**config.mk**
```make
export PLATFORM = sky130hd
export DESIGN_NAME = selective_repeat_reorder_receiver
export DESIGN_NICKNAME = d
export VERILOG_FILES = /design/src/hdl/srr_pkg.sv /design/src/hdl/selective_repeat_reorder_receiver.sv /design/src/hdl/srr_ram.sv /design/src/hdl/srr_controller.sv /design/src/hdl/srr_datapath.sv
export SDC_FILE = /design/constraint.sdc
export NUM_CORES = 1
export LEC_CHECK = 0
export ABC_AREA = 1
export ABC_CLOCK_PERIOD_IN_PS = 5550
export BUFFER_PORTS_ARGS = -buffer_cell sky130_fd_sc_hd__buf_2
export CORE_ASPECT_RATIO = 1.75
export CORE_MARGIN = 2
export CORE_UTILIZATION = 39
export CTS_CLUSTER_SIZE = 14
export DETAILED_ROUTE_END_ITERATION = 10
export GPL_TIMING_DRIVEN = 0
export PLACE_DENSITY_LB_ADDON = 0.12
export SLEW_MARGIN = 20
export SYNTH_ARGS = -nofsm -noshare
export SYNTH_HDL_FRONTEND = slang
export SYNTH_HIERARCHICAL = 1
export SYNTH_SLANG_ARGS = --single-unit
```
**constraint.sdc**
```tcl
create_clock -name clk -period 5.55 [get_ports clk]
set_input_delay 1.11 -clock clk [delete_from_list [all_inputs] [get_ports clk]]
set_output_delay 1.11 -clock clk [all_outputs]
set_load 0.01 [all_outputs]
```
**src/hdl/srr_pkg.sv**
```systemverilog
`default_nettype none

package srr_pkg;

  // fixed field widths
  localparam int KIND_W     = 2;
  localparam int SEQ_W      = 31;
  localparam int LEN_W      = 11;
  localparam int SLOT_OUT_W = 5;
  localparam int SAT_W      = 16;

  // arriving message kinds; the other codes are ignored
  localparam logic [KIND_W-1:0] MSG_DATA = 2'd0;
  localparam logic [KIND_W-1:0] MSG_FIN  = 2'd1;

  typedef enum logic [1:0] {
    RES_DELIVER = 2'd0,
    RES_STORE   = 2'd1,
    RES_ACK     = 2'd2,
    RES_FINACK  = 2'd3
  } res_kind_t;

  typedef enum logic [3:0] {
    ST_CLEAR,
    ST_IDLE,
    ST_EVAL,
    ST_DLV_ARR,
    ST_DRAIN_RD,
    ST_DRAIN,
    ST_STORE,
    ST_ACK,
    ST_FIN
  } ctl_state_t;

  typedef struct packed {
    logic      load;
    logic      clear_step;
    logic      emit;
    res_kind_t res_kind;
    logic      arrival;
    logic      take_head;
    logic      store;
    logic      set_closed;
  } ctl_cmd_t;

  typedef struct packed {
    logic              clear_last;
    logic              out_free;
    logic              closed;
    logic [KIND_W-1:0] kind;
    logic              seq_eq;
    logic              seq_gt;
    logic              in_window;
    logic              head_valid;
  } ctl_status_t;

endpackage

`default_nettype wire

```
**src/hdl/selective_repeat_reorder_receiver.sv**
```systemverilog
// channel   direction  handshake            word
// in        input      in_valid / in_ready  msg_kind, seq_number, payload_length
// out       output     out_valid / out_ready result_kind, slot_index, delivered_length,
//                                           from_arrival, ack_number, dropped, last_of_run
//
// steps: header accept, decode, then the arrival, store or ack word; a delivery
//   run adds a registered slot read and a check for each buffered slot plus one read
//   that finds the end of the run
// ignored kinds and headers after close give no word
// reset: a clearing pass walks the slot memory, in_ready stays low
// stalls: out_ready low holds the controller in its result state; one output
//   register decouples the sides, one header is worked at a time
`default_nettype none

module selective_repeat_reorder_receiver #(
  parameter int WINDOW      = 32,
  parameter int MAX_PAYLOAD = 2000
) (
  input  logic                             clk,
  input  logic                             rst,
  input  logic                             in_valid,
  output logic                             in_ready,
  input  logic [srr_pkg::KIND_W-1:0]        msg_kind,
  input  logic [srr_pkg::SEQ_W-1:0]         seq_number,
  input  logic [srr_pkg::LEN_W-1:0]         payload_length,
  output logic                             out_valid,
  input  logic                             out_ready,
  output logic [1:0]                       result_kind,
  output logic [srr_pkg::SLOT_OUT_W-1:0]    slot_index,
  output logic [srr_pkg::LEN_W-1:0]         delivered_length,
  output logic                             from_arrival,
  output logic [srr_pkg::SEQ_W-1:0]         ack_number,
  output logic                             dropped,
  output logic                             last_of_run
);

  import srr_pkg::*;

  // command and status between sequencer and datapath
  ctl_cmd_t    cmd;
  ctl_status_t status;

  // sequencer: clearing pass, header decode, deliver / drain / store / ack / fin ack
  srr_controller u_ctl (
    .clk      (clk),
    .rst      (rst),
    .in_valid (in_valid),
    .in_ready (in_ready),
    .status   (status),
    .cmd      (cmd)
  );

  // datapath: header latch, expected sequence, head pointer, slot memory,
  // output register
  srr_datapath #(
    .WINDOW      (WINDOW),
    .MAX_PAYLOAD (MAX_PAYLOAD)
  ) u_dp (
    .clk              (clk),
    .rst              (rst),
    .cmd              (cmd),
    .status           (status),
    .msg_kind         (msg_kind),
    .seq_number       (seq_number),
    .payload_length   (payload_length),
    .out_valid        (out_valid),
    .out_ready        (out_ready),
    .result_kind      (result_kind),
    .slot_index       (slot_index),
    .delivered_length (delivered_length),
    .from_arrival     (from_arrival),
    .ack_number       (ack_number),
    .dropped          (dropped),
    .last_of_run      (last_of_run)
  );

endmodule

`default_nettype wire

```
**src/hdl/srr_ram.sv**
```systemverilog
`default_nettype none

module srr_ram #(
  parameter int WIDTH = 12,
  parameter int DEPTH = 32,
  localparam int ADDR_W = $clog2(DEPTH)
) (
  input  logic              clk,
  input  logic              wr_en,
  input  logic [ADDR_W-1:0] wr_addr,
  input  logic [WIDTH-1:0]  wr_data,
  input  logic [ADDR_W-1:0] rd_addr,
  output logic [WIDTH-1:0]  rd_data
);

  logic [WIDTH-1:0] mem [DEPTH];

  always_ff @(posedge clk) begin
    if (wr_en) begin
      mem[wr_addr] <= wr_data;
    end
    rd_data <= mem[rd_addr];
  end

endmodule

`default_nettype wire

```
**src/hdl/srr_controller.sv**
```systemverilog
`default_nettype none

module srr_controller (
  input  logic                clk,
  input  logic                rst,
  input  logic                in_valid,
  output logic                in_ready,
  input  srr_pkg::ctl_status_t status,
  output srr_pkg::ctl_cmd_t    cmd
);

  import srr_pkg::*;

  ctl_state_t state;
  ctl_state_t state_next;

  always_ff @(posedge clk) begin
    if (rst) begin
      state <= ST_CLEAR;
    end else begin
      state <= state_next;
    end
  end

  // next state
  always_comb begin
    state_next = state;
    unique case (state)
      ST_CLEAR: begin
        if (status.clear_last) state_next = ST_IDLE;
      end
      ST_IDLE: begin
        if (in_valid) state_next = ST_EVAL;
      end
      ST_EVAL: begin
        if (status.closed) begin
          state_next = ST_IDLE;
        end else if (status.kind == MSG_FIN) begin
          state_next = ST_FIN;
        end else if (status.kind != MSG_DATA) begin
          state_next = ST_IDLE;
        end else if (status.seq_eq) begin
          state_next = ST_DLV_ARR;
        end else if (status.seq_gt && status.in_window) begin
          state_next = ST_STORE;
        end else begin
          state_next = ST_ACK;
        end
      end
      ST_DLV_ARR: begin
        if (status.out_free) state_next = ST_DRAIN_RD;
      end
      ST_DRAIN_RD: begin
        state_next = ST_DRAIN;
      end
      ST_DRAIN: begin
        if (!status.head_valid) begin
          state_next = ST_ACK;
        end else if (status.out_free) begin
          state_next = ST_DRAIN_RD;
        end
      end
      ST_STORE: begin
        if (status.out_free) state_next = ST_ACK;
      end
      ST_ACK: begin
        if (status.out_free) state_next = ST_IDLE;
      end
      ST_FIN: begin
        if (status.out_free) state_next = ST_IDLE;
      end
      default: state_next = ST_CLEAR;
    endcase
  end

  // outputs
  always_comb begin
    cmd      = '0;
    in_ready = 1'b0;
    unique case (state)
      ST_CLEAR: begin
        cmd.clear_step = 1'b1;
      end
      ST_IDLE: begin
        in_ready = 1'b1;
        cmd.load = in_valid;
      end
      ST_EVAL, ST_DRAIN_RD: begin
      end
      ST_DLV_ARR: begin
        cmd.res_kind = RES_DELIVER;
        cmd.arrival  = 1'b1;
        if (status.out_free) begin
          cmd.emit      = 1'b1;
          cmd.take_head = 1'b1;
        end
      end
      ST_DRAIN: begin
        cmd.res_kind = RES_DELIVER;
        if (status.head_valid && status.out_free) begin
          cmd.emit      = 1'b1;
          cmd.take_head = 1'b1;
        end
      end
      ST_STORE: begin
        cmd.res_kind = RES_STORE;
        if (status.out_free) begin
          cmd.emit  = 1'b1;
          cmd.store = 1'b1;
        end
      end
      ST_ACK: begin
        cmd.res_kind = RES_ACK;
        cmd.emit     = status.out_free;
      end
      ST_FIN: begin
        cmd.res_kind = RES_FINACK;
        if (status.out_free) begin
          cmd.emit       = 1'b1;
          cmd.set_closed = 1'b1;
        end
      end
      default: begin
      end
    endcase
  end

  a_emit_free: assert property (@(posedge clk) disable iff (rst)
    cmd.emit |-> status.out_free)
    else $error("result issued while output register is occupied");

  a_fin_closes: assert property (@(posedge clk) disable iff (rst)
    (cmd.emit && cmd.res_kind == RES_FINACK) |=> status.closed)
    else $error("fin ack did not close the receiver");

  a_drain_follows_take: assert property (@(posedge clk) disable iff (rst)
    (state == ST_DRAIN_RD) |-> $past(cmd.take_head))
    else $error("slot read without a preceding head advance");

endmodule

`default_nettype wire

```
**src/hdl/srr_datapath.sv**
```systemverilog
`default_nettype none

module srr_datapath #(
  parameter int WINDOW      = 32,
  parameter int MAX_PAYLOAD = 2000
) (
  input  logic                             clk,
  input  logic                             rst,
  input  srr_pkg::ctl_cmd_t                 cmd,
  output srr_pkg::ctl_status_t              status,
  input  logic [srr_pkg::KIND_W-1:0]        msg_kind,
  input  logic [srr_pkg::SEQ_W-1:0]         seq_number,
  input  logic [srr_pkg::LEN_W-1:0]         payload_length,
  output logic                             out_valid,
  input  logic                             out_ready,
  output logic [1:0]                       result_kind,
  output logic [srr_pkg::SLOT_OUT_W-1:0]    slot_index,
  output logic [srr_pkg::LEN_W-1:0]         delivered_length,
  output logic                             from_arrival,
  output logic [srr_pkg::SEQ_W-1:0]         ack_number,
  output logic                             dropped,
  output logic                             last_of_run
);

  import srr_pkg::*;

  localparam int SLOT_W  = $clog2(WINDOW);
  localparam int ENTRY_W = LEN_W + 1;
  localparam logic [SLOT_W:0]    WIN_EXT   = (SLOT_W + 1)'(WINDOW);
  localparam logic [SLOT_W-1:0]  SLOT_LAST = SLOT_W'(WINDOW - 1);
  localparam logic [SEQ_W-1:0]   WIN_SEQ   = SEQ_W'(WINDOW);
  localparam logic [SAT_W-1:0]   MAX_LEN   = SAT_W'(MAX_PAYLOAD);

  // latched header
  logic [KIND_W-1:0] kind;
  logic [LEN_W-1:0]  len;
  logic [SEQ_W-1:0]  diff;
  logic              seq_eq;
  logic              seq_gt;

  // receiver state
  logic [SEQ_W-1:0]  next_expected;
  logic [SLOT_W-1:0] head;
  logic [SLOT_W-1:0] head_next;
  logic              closed;
  logic [SLOT_W-1:0] clear_cnt;

  logic [LEN_W-1:0]  len_sat;
  logic [SLOT_W:0]   store_sum;
  logic [SLOT_W-1:0] store_slot;
  logic              in_window;

  logic              ram_wr_en;
  logic [SLOT_W-1:0] ram_wr_addr;
  logic [ENTRY_W-1:0] ram_wr_data;
  logic [ENTRY_W-1:0] ram_rd_data;

  logic [SLOT_W-1:0]             slot_sel;
  logic [SLOT_OUT_W+SLOT_W-1:0]  slot_ext;
  logic [LEN_W-1:0]              len_sel;
  logic [SEQ_W-1:0]              ack_sel;
  logic                          arr_sel;
  logic                          drop_sel;
  logic                          last_sel;

  assign len_sat = ({{(SAT_W - LEN_W){1'b0}}, payload_length} > MAX_LEN) ?
                   MAX_LEN[LEN_W-1:0] : payload_length;

  always_ff @(posedge clk) begin
    if (cmd.load) begin
      kind   <= msg_kind;
      len    <= len_sat;
      diff   <= seq_number - next_expected;
      seq_eq <= (seq_number == next_expected);
      seq_gt <= (seq_number > next_expected);
    end
  end

  assign head_next  = (head == SLOT_LAST) ? '0 : head + 1'b1;
  assign in_window  = (diff < WIN_SEQ);
  assign store_sum  = {1'b0, head} + {1'b0, diff[SLOT_W-1:0]};
  assign store_slot = (store_sum >= WIN_EXT) ? SLOT_W'(store_sum - WIN_EXT)
                                             : store_sum[SLOT_W-1:0];

  always_ff @(posedge clk) begin
    if (rst) begin
      next_expected <= '0;
      head          <= '0;
      closed        <= 1'b0;
      clear_cnt     <= '0;
    end else begin
      if (cmd.clear_step) clear_cnt <= clear_cnt + 1'b1;
      if (cmd.take_head) begin
        head          <= head_next;
        next_expected <= next_expected + 1'b1;
      end
      if (cmd.set_closed) closed <= 1'b1;
    end
  end

  // slot entries: valid bit over stored length
  assign ram_wr_en   = cmd.clear_step | cmd.take_head | cmd.store;
  assign ram_wr_addr = cmd.clear_step ? clear_cnt : (cmd.store ? store_slot : head);
  assign ram_wr_data = cmd.store ? {1'b1, len} : '0;

  srr_ram #(
    .WIDTH (ENTRY_W),
    .DEPTH (WINDOW)
  ) u_slot_ram (
    .clk     (clk),
    .wr_en   (ram_wr_en),
    .wr_addr (ram_wr_addr),
    .wr_data (ram_wr_data),
    .rd_addr (head),
    .rd_data (ram_rd_data)
  );

  always_comb begin
    status            = '0;
    status.clear_last = (clear_cnt == SLOT_LAST);
    status.out_free   = !out_valid || out_ready;
    status.closed     = closed;
    status.kind       = kind;
    status.seq_eq     = seq_eq;
    status.seq_gt     = seq_gt;
    status.in_window  = in_window;
    status.head_valid = ram_rd_data[LEN_W];
  end

  // result field selection
  always_comb begin
    slot_sel = '0;
    len_sel  = '0;
    ack_sel  = '0;
    arr_sel  = 1'b0;
    drop_sel = 1'b0;
    last_sel = 1'b0;
    unique case (cmd.res_kind)
      RES_DELIVER: begin
        slot_sel = head;
        len_sel  = cmd.arrival ? len : ram_rd_data[LEN_W-1:0];
        arr_sel  = cmd.arrival;
      end
      RES_STORE: begin
        slot_sel = store_slot;
        len_sel  = len;
      end
      RES_ACK: begin
        ack_sel  = next_expected;
        drop_sel = seq_gt && !in_window;
        last_sel = 1'b1;
      end
      RES_FINACK: begin
        ack_sel  = next_expected;
        last_sel = 1'b1;
      end
      default: begin
      end
    endcase
  end

  assign slot_ext = {{SLOT_OUT_W{1'b0}}, slot_sel};

  always_ff @(posedge clk) begin
    if (rst) begin
      out_valid <= 1'b0;
    end else if (cmd.emit) begin
      out_valid <= 1'b1;
    end else if (out_ready) begin
      out_valid <= 1'b0;
    end
  end

  always_ff @(posedge clk) begin
    if (cmd.emit) begin
      result_kind      <= cmd.res_kind;
      slot_index       <= slot_ext[SLOT_OUT_W-1:0];
      delivered_length <= len_sel;
      from_arrival     <= arr_sel;
      ack_number       <= ack_sel;
      dropped          <= drop_sel;
      last_of_run      <= last_sel;
    end
  end

  a_one_writer: assert property (@(posedge clk) disable iff (rst)
    $onehot0({cmd.clear_step, cmd.take_head, cmd.store}))
    else $error("more than one slot write source active");

  a_expect_moves_on_take: assert property (@(posedge clk) disable iff (rst)
    (!$past(rst) && next_expected != $past(next_expected)) |-> $past(cmd.take_head))
    else $error("expected sequence moved without a delivery");

endmodule

`default_nettype wire

```
==> impl_metrics.py, run 1 <==
metrics = {
    "global_route": {
        "grt_use_total": 0.250,
        "grt_pass1_wl_um": 119000,
        "grt_pass1_vias": 18800,
        "grt_max_degree": 49,
        "antenna_found_initial": 1,
        "gr-total-overflow": 0,
    },
    "power_and_ir_drop": {
        "intPower_uw": 6650,
        "p_per_area_nw_per_um2": 313,
        "switching_power_uw": 2160,
        "total_leakage_power_uw": 0.0113,
        "p_seq_frac": 0.530,
        "netSwitchingFraction": 0.245,
        "power_frac_clock": 0.381,
        "p_comb_frac": 0.090,
        "vdd_ir_drop_max_uv": 206,
    },
    "worst_setup_path": {
        "path_max_fanout": 18,
        "cp.required_ns": 5.74,
        "critical_path_class": "primary input to flop",
        "critPathCaptureType": "flop",
        "arrival_ns": 4.81,
        "critPathLaunchType": "primary input",
    },
    "clocking": {
        "cts_tree": "done",
        "clock_sinks": 541,
        "cts_buffers": 50,
        "clk_latency_ns": 0.60,
        "cts_setup_buffers": 0,
        "ctsResizeCount": 0,
        "root_buffer": "clkbuf_16",
        "cts_hold_buf": 0,
        "cts.clk_slew.worst_paths_ns": 0.06,
        "cts_buffer_depth": 3,
        "htree_levels": 2,
    },
    "timing": {
        "relSlewSlack": 0.278,
        "hold_ws_ns": 0.507,
        "hold_viol_final": 0,
        "finalSetupViolCount": 0,
        "post-route-period-util": 0.833,
        "rsz0062_at_grt": "no",
        "fin_crit_ns": 4.62,
        "tns_ns": 0,
        "report.final.slew_viol_count": 0,
        "worst_clock_skew_ns": 0.0320,
        "max_freq_mhz": 216,
        "worstMarginPinSlew_ns": 1.08,
    },
    "yosys": {
        "synth_top_area_share": 0.582,
        "ys_async_sr_fraction": 0,
        "avgSynthCellArea_um2": 9.59,
        "yosys.area.top_type": "edfxtp_1",
        "synth-edff-count": 482,
        "yosysSeqAreaShare": 0.630,
        "syn-num-nets": 2682,
        "synthCells": 2592,
        "yosysWarningCount": 6,
        "synth.area.top_cells": "edfxtp_1, nand2_1, nand3_1, dfxtp_1, inv_1",
        "ys_types": 37,
        "ys.flop_type": "edfxtp_1",
        "syn_area_um2": 24900,
        "yosys_register_bits": 541,
    },
    "detailed_routing": {
        "avgViaCountPerCell": 5.17,
        "avgRoutedWirePerCell_um": 22.8,
        "num_vias": 18600,
        "wl_um": 82100,
        "drtIter0Drc": 1167,
        "dr.pass1.iters": 6,
        "drc": 0,
        "ant_nets": 0,
    },
    "die": {
        "die_w_um": 195,
        "die_area_um2": 65900,
        "start_util": 0.394,
        "ios": 102,
        "die_h_um": 338,
        "num_rows": 122,
        "coreArea_um2": 63200,
    },
    "flow_run": {
        "drv_cap": 0,
    },
    "cells_and_area": {
        "area_delta_synth_final_pct": 13.2,
        "nets": 2840,
        "multiInputGateArea_um2": 7800,
        "drive_gt1_frac": 0.120,
        "seqCellArea_um2": 15700,
        "layout_common_cells": "nand2_1, edfxtp_1, nand3_1",
        "final_common_cell": "nand2_1",
        "n_fill_cell": 6191,
    },
    "worst_hold_path": {
        "hp-class": "flop to flop",
    },
    "run_status": {
        "status": "finished clean",
    },
    "place": {
        "dp_hpwl_um": 62200,
        "io_buffer_count": 101,
        "gp_congestion": 0.996,
    },
}
==> area by class of cell <==
| cell class | instances | area share |
|---|---|---|
| diodes | 2 | 0.000178 |
| plain buffers | 107 | 0.0193 |
| clock buffers | 61 | 0.0459 |
| clock inverters | 27 | 0.00858 |
| inverters | 259 | 0.0345 |
| multi-input cells | 1685 | 0.277 |
| flip-flops and latches | 541 | 0.556 |
| well taps | 806 | 0.0358 |
| repair buffers | 106 | 0.0226 |
==> state kept, by name, indices dropped and copies added (netlist names), 2 cells and up <==
register / count
u_ctl/state: 4
u_dp/ack_number: 31
u_dp/clear_cnt: 5
u_dp/delivered_length: 11
u_dp/diff: 31
u_dp/head: 5
u_dp/kind: 2
u_dp/len: 11
u_dp/next_expected: 31
u_dp/result_kind: 2
u_dp/slot_index: 5
u_dp/u_slot_ram/mem: 384
u_dp/u_slot_ram/rd_data: 12
==> per-stage QoR <==
step           instances  power (uW)   util  setup slack (ns)  instance area (um^2)
2_1_floorplan       2592        5170      -              1.38                 24900
3_3_place_gp        3499        5510  0.417             -1.33                 26400
3_5_place_dp        3504        5540  0.421             0.249                 26600
4_1_cts             3592        8890  0.445             0.877                 28100
5_1_grt             3592        9110  0.445             0.642                 28200
6_report            3594        8810  0.446             0.929                 28200
==> cell usage after synthesis, drive strengths merged (2+ instances only) <==
cell type / count
o21a: 2
fa: 2
clkbuf: 29
xor2: 21
nor4: 9
nand4: 14
o21ai: 38
nor3: 26
xnor2: 5
o22ai: 3
nand2: 919
o21bai: 4
a21oi: 54
o211ai: 2
nor2: 168
buf: 78
inv: 259
nand3: 371
dfxtp: 59
ha: 40
edfxtp: 482
nand3b: 3
==> layer usage <==
layer  global-route usage  vias to the layer above  part of all wire
met2                0.497                      520              0.56
met4                0.176                        2             0.077
met1                0.234                     8946              0.33
met3               0.0300                      219             0.039
li1                     -                     8901                 -
met5                    0                        -           0.00016
==> logic make-up (layout without fill, tap and decap cells) <==
logic type,count (synthesis),count (layout),synth area share
buffers and inverters,366,560,0.0609
flip-flops,541,541,0.630
adder cells (fa/ha/maj),42,42,0.0217
AO/OA/AOI/OAI,105,105,0.0226
other,0,2,0
AND/OR/NAND/NOR,1512,1512,0.256
XOR/XNOR,26,26,0.00916
==> path summary, 6_finish.rpt <==
| path | slack [ns] | endpoint | cells after the start | start |
|---|---|---|---|---|
| hold reg to reg | 0.51 | u_dp/closed | 2 | u_dp/closed |
| hold / removal | 0.51 | u_dp/closed | 2 | u_dp/closed |
| setup / recovery | 0.93 | u_dp/u_slot_ram/mem[20][7] | 11 | out_ready |
| setup reg to reg | 1.21 | u_dp/u_slot_ram/mem[20][7] | 9 | u_dp/out_valid |
==> power groups by stage <==
stage | registers, uW | clock network [uW] | logic (uW)
4_1_cts | 4660 | 3440 | 788
2_1_floorplan | 4730 | 0 | 434
3_5_place_dp | 4750 | 0 | 785
3_3_place_gp | 4750 | 0 | 760
5_1_grt | 4680 | 3570 | 858
6_report | 4660 | 3350 | 789
==> worst max-delay path: stages <==
cell      delay (ns)
buf_2           0.08
inv_1           0.08
nand2_1         0.21
inv_1           0.20
nor2_4          0.49
buf_16          0.23
clkbuf_1        0.37
o21ai_0         0.12
o21ai_0         0.59
nand3_1         0.38
nor2_1          0.92
(Power assumes the default switching activity.)
==> run 2: changes to the inputs <==
- ABC_AREA: 1 -> 0
- ABC_CLOCK_PERIOD_IN_PS: 5550 -> 4100
- clock period: 5.55 -> 4.1 ns (I/O delays scaled with it)
==> impl_metrics.py, run 2 <==
metrics = {
    "yosys": {
        "yosysWarningCount": 6,
        "synthCells": 1701,
        "yosysMostFrequentCell": "edfxtp_1",
        "yosys_register_bits": 541,
        "yosys.area.top_type": "edfxtp_1",
        "synth.area.top_cells": "edfxtp_1, mux2i_1, dfxtp_1, ha_1, nor2_1",
        "ys_types": 81,
        "ys_async_sr_fraction": 0,
        "synth_top_area_share": 0.611,
        "synth-edff-count": 482,
        "syn_area_um2": 23700,
        "avgSynthCellArea_um2": 13.9,
        "synth_commonest_cells": "edfxtp_1, mux2i_1, nor2_1",
        "yosysSeqAreaShare": 0.661,
        "syn-num-nets": 1791,
        "ys.flop_type": "edfxtp_1",
    },
    "place": {
        "io_buffer_count": 101,
        "preCtsSetupSlack_ns": -1.20,
        "dp_hpwl_um": 49000,
        "placed_area_um2": 25400,
        "gp_congestion": 0.981,
        "dpl.cell_count": 2598,
    },
    "timing": {
        "max_freq_mhz": 271,
        "hold_viol_final": 0,
        "post-route-period-util": 0.901,
        "worstMarginPinSlew_ns": 0.842,
        "hold_ws_ns": 0.414,
        "rsz0062_at_grt": "no",
        "relSlewSlack": 0.436,
        "finalWorstSetupSlack_ns": 0.405,
        "fin_crit_ns": 3.69,
        "finalSetupViolCount": 0,
        "worst_clock_skew_ns": 0.0183,
        "report.final.slew_viol_count": 0,
    },
    "global_route": {
        "grt_max_degree": 48,
        "grt_pass1_wl_um": 96600,
        "grt_use_total": 0.212,
        "gr-total-overflow": 0,
        "antenna_found_initial": 4,
        "grt_pass1_vias": 15000,
    },
    "detailed_routing": {
        "avgViaCountPerCell": 5.31,
        "drtIter0Drc": 1031,
        "dr.pass1.iters": 5,
        "ant_nets": 0,
        "wl_um": 66300,
        "drc": 0,
        "num_vias": 14300,
        "avgRoutedWirePerCell_um": 24.6,
    },
    "clocking": {
        "clock_sinks": 541,
        "cts_buffers": 51,
        "cts_buffer_depth": 3,
        "root_buffer": "clkbuf_16",
        "cts.clk_slew.worst_paths_ns": 0.07,
        "clk_latency_ns": 0.60,
        "cts_tree": "done",
        "htree_levels": 2,
    },
    "worst_setup_path": {
        "ff2ff_path_depth": 9,
        "cp.required_ns": 4.34,
        "r2r-start": "u_ctl/state[2]",
        "crit_start": "u_ctl/state[2]",
        "path_max_fanout": 12,
        "critPathCaptureType": "flop",
        "arrival_ns": 3.93,
        "critPathLaunchType": "flop",
        "critical_path_class": "flop to flop",
    },
    "power_and_ir_drop": {
        "power_uw": 11200,
        "power_frac_clock": 0.426,
        "p_per_area_nw_per_um2": 409,
        "p_comb_frac": 0.039,
        "total_leakage_power_uw": 0.00880,
        "switching_power_uw": 2340,
        "vdd_ir_drop_max_uv": 287,
        "intPower_uw": 8900,
        "p_seq_frac": 0.535,
        "netSwitchingFraction": 0.208,
    },
    "worst_hold_path": {
        "hp-class": "primary input to flop",
        "hold_depth": 1,
        "worstHoldStart": "msg_kind[0]",
    },
    "die": {
        "num_rows": 119,
        "ios": 102,
        "die_area_um2": 62800,
        "coreArea_um2": 60200,
        "start_util": 0.394,
        "die_w_um": 190,
        "die_h_um": 330,
    },
    "cells_and_area": {
        "area_delta_synth_final_pct": 16.0,
        "design_area_um2": 27500,
        "drive_gt1_frac": 0.162,
        "layout_common_cells": "edfxtp_1, mux2i_1, buf_2",
        "final_common_cell": "edfxtp_1",
        "top_register": "u_dp/u_slot_ram/mem",
        "largest_reg_flops": 384,
        "layoutNonFillerInstCount": 2696,
        "nets": 1958,
    },
    "flow_run": {
        "drv_cap": 0,
    },
    "run_status": {
        "status": "finished clean",
    },
}
## run 2: cell count changes after synthesis, sizes merged, moves of 24 or more
cell	before	now
buf	78	51
nand2	919	99
a22oi	0	50
inv	259	43
a22o	0	24
mux2i	0	206
a21oi	54	86
xnor2	5	48
nand3	371	43
nor2	168	118
and2	0	53
## run 2: cell families after synthesis
logic type                 count (synthesis)  synth area share
buffers and inverters                    136            0.0330
and+or+nand+nor                          451            0.0975
muxes                                    206            0.0870
DFF                                      541             0.661
adders and majority gates                 42            0.0228
AOI/OAI and AO/OA                        262            0.0756
xor gates and xnor gates                  63            0.0233
## run 2: worst max-delay path: stages (launching register included)
cell	delay (ns)
dfxtp_1	0.30
buf_2	0.16
clkbuf_1	0.22
nor3_1	0.21
clkbuf_1	0.35
clkbuf_1	0.45
o21ai_1	0.34
buf_4	0.26
or3b_2	0.60
nor2_4	0.43
## run 2: timing repair
action	4_1_cts	5_1_grt
pin swaps	2	2
hold buffers	0	0
setup endpoints to repair	384	312
resized for setup	55	8
setup buffers	3	2
## run 2: layer usage
metal,vias up,global-route usage,wire length [um]
met5,-,0,0
met4,0,0.117,3980
met3,131,0.0256,2290
met2,318,0.416,37100
met1,7142,0.214,23000
li1,6732,-,-
## run 2: per-stage QoR
stage	setup TNS (ns)	utilization
floorplan	-5.28	-
global placement	-1167.50	0.419
detailed placement	-335.27	0.423
CTS	-2.93	0.455
global route	0	0.457
finish	0	0.457
## run 2: cell type report
class | count | area, um^2
multi-input cells | 1024 | 7560
clock buffers | 73 | 1430
clock inverters | 20 | 245
diodes | 2 | 5.00
fillers | 5462 | 32700
repair buffers | 116 | 823
plain buffers | 91 | 613
well taps | 786 | 983
flip-flops and latches | 541 | 15700
inverters | 43 | 161
## run 2: final timing paths
check                                             endpoint  slack [ns]
worst min register to register                 u_dp/closed        0.48
worst min-delay path                          u_dp/kind[0]        0.41
worst max register to register  u_dp/u_slot_ram/mem[19][6]        0.41
worst max-delay path            u_dp/u_slot_ram/mem[19][6]        0.41
## run 2: power by group through the flow
stage          Sequential [uW]  Combinational [uW]  Clock, uW
4_1_cts                   6010                 437       4910
2_1_floorplan             6120                 250          0
5_1_grt                   6010                 476       5080
6_report                  6010                 438       4790
3_3_place_gp              6130                 405          0
3_5_place_dp              6130                 409          0
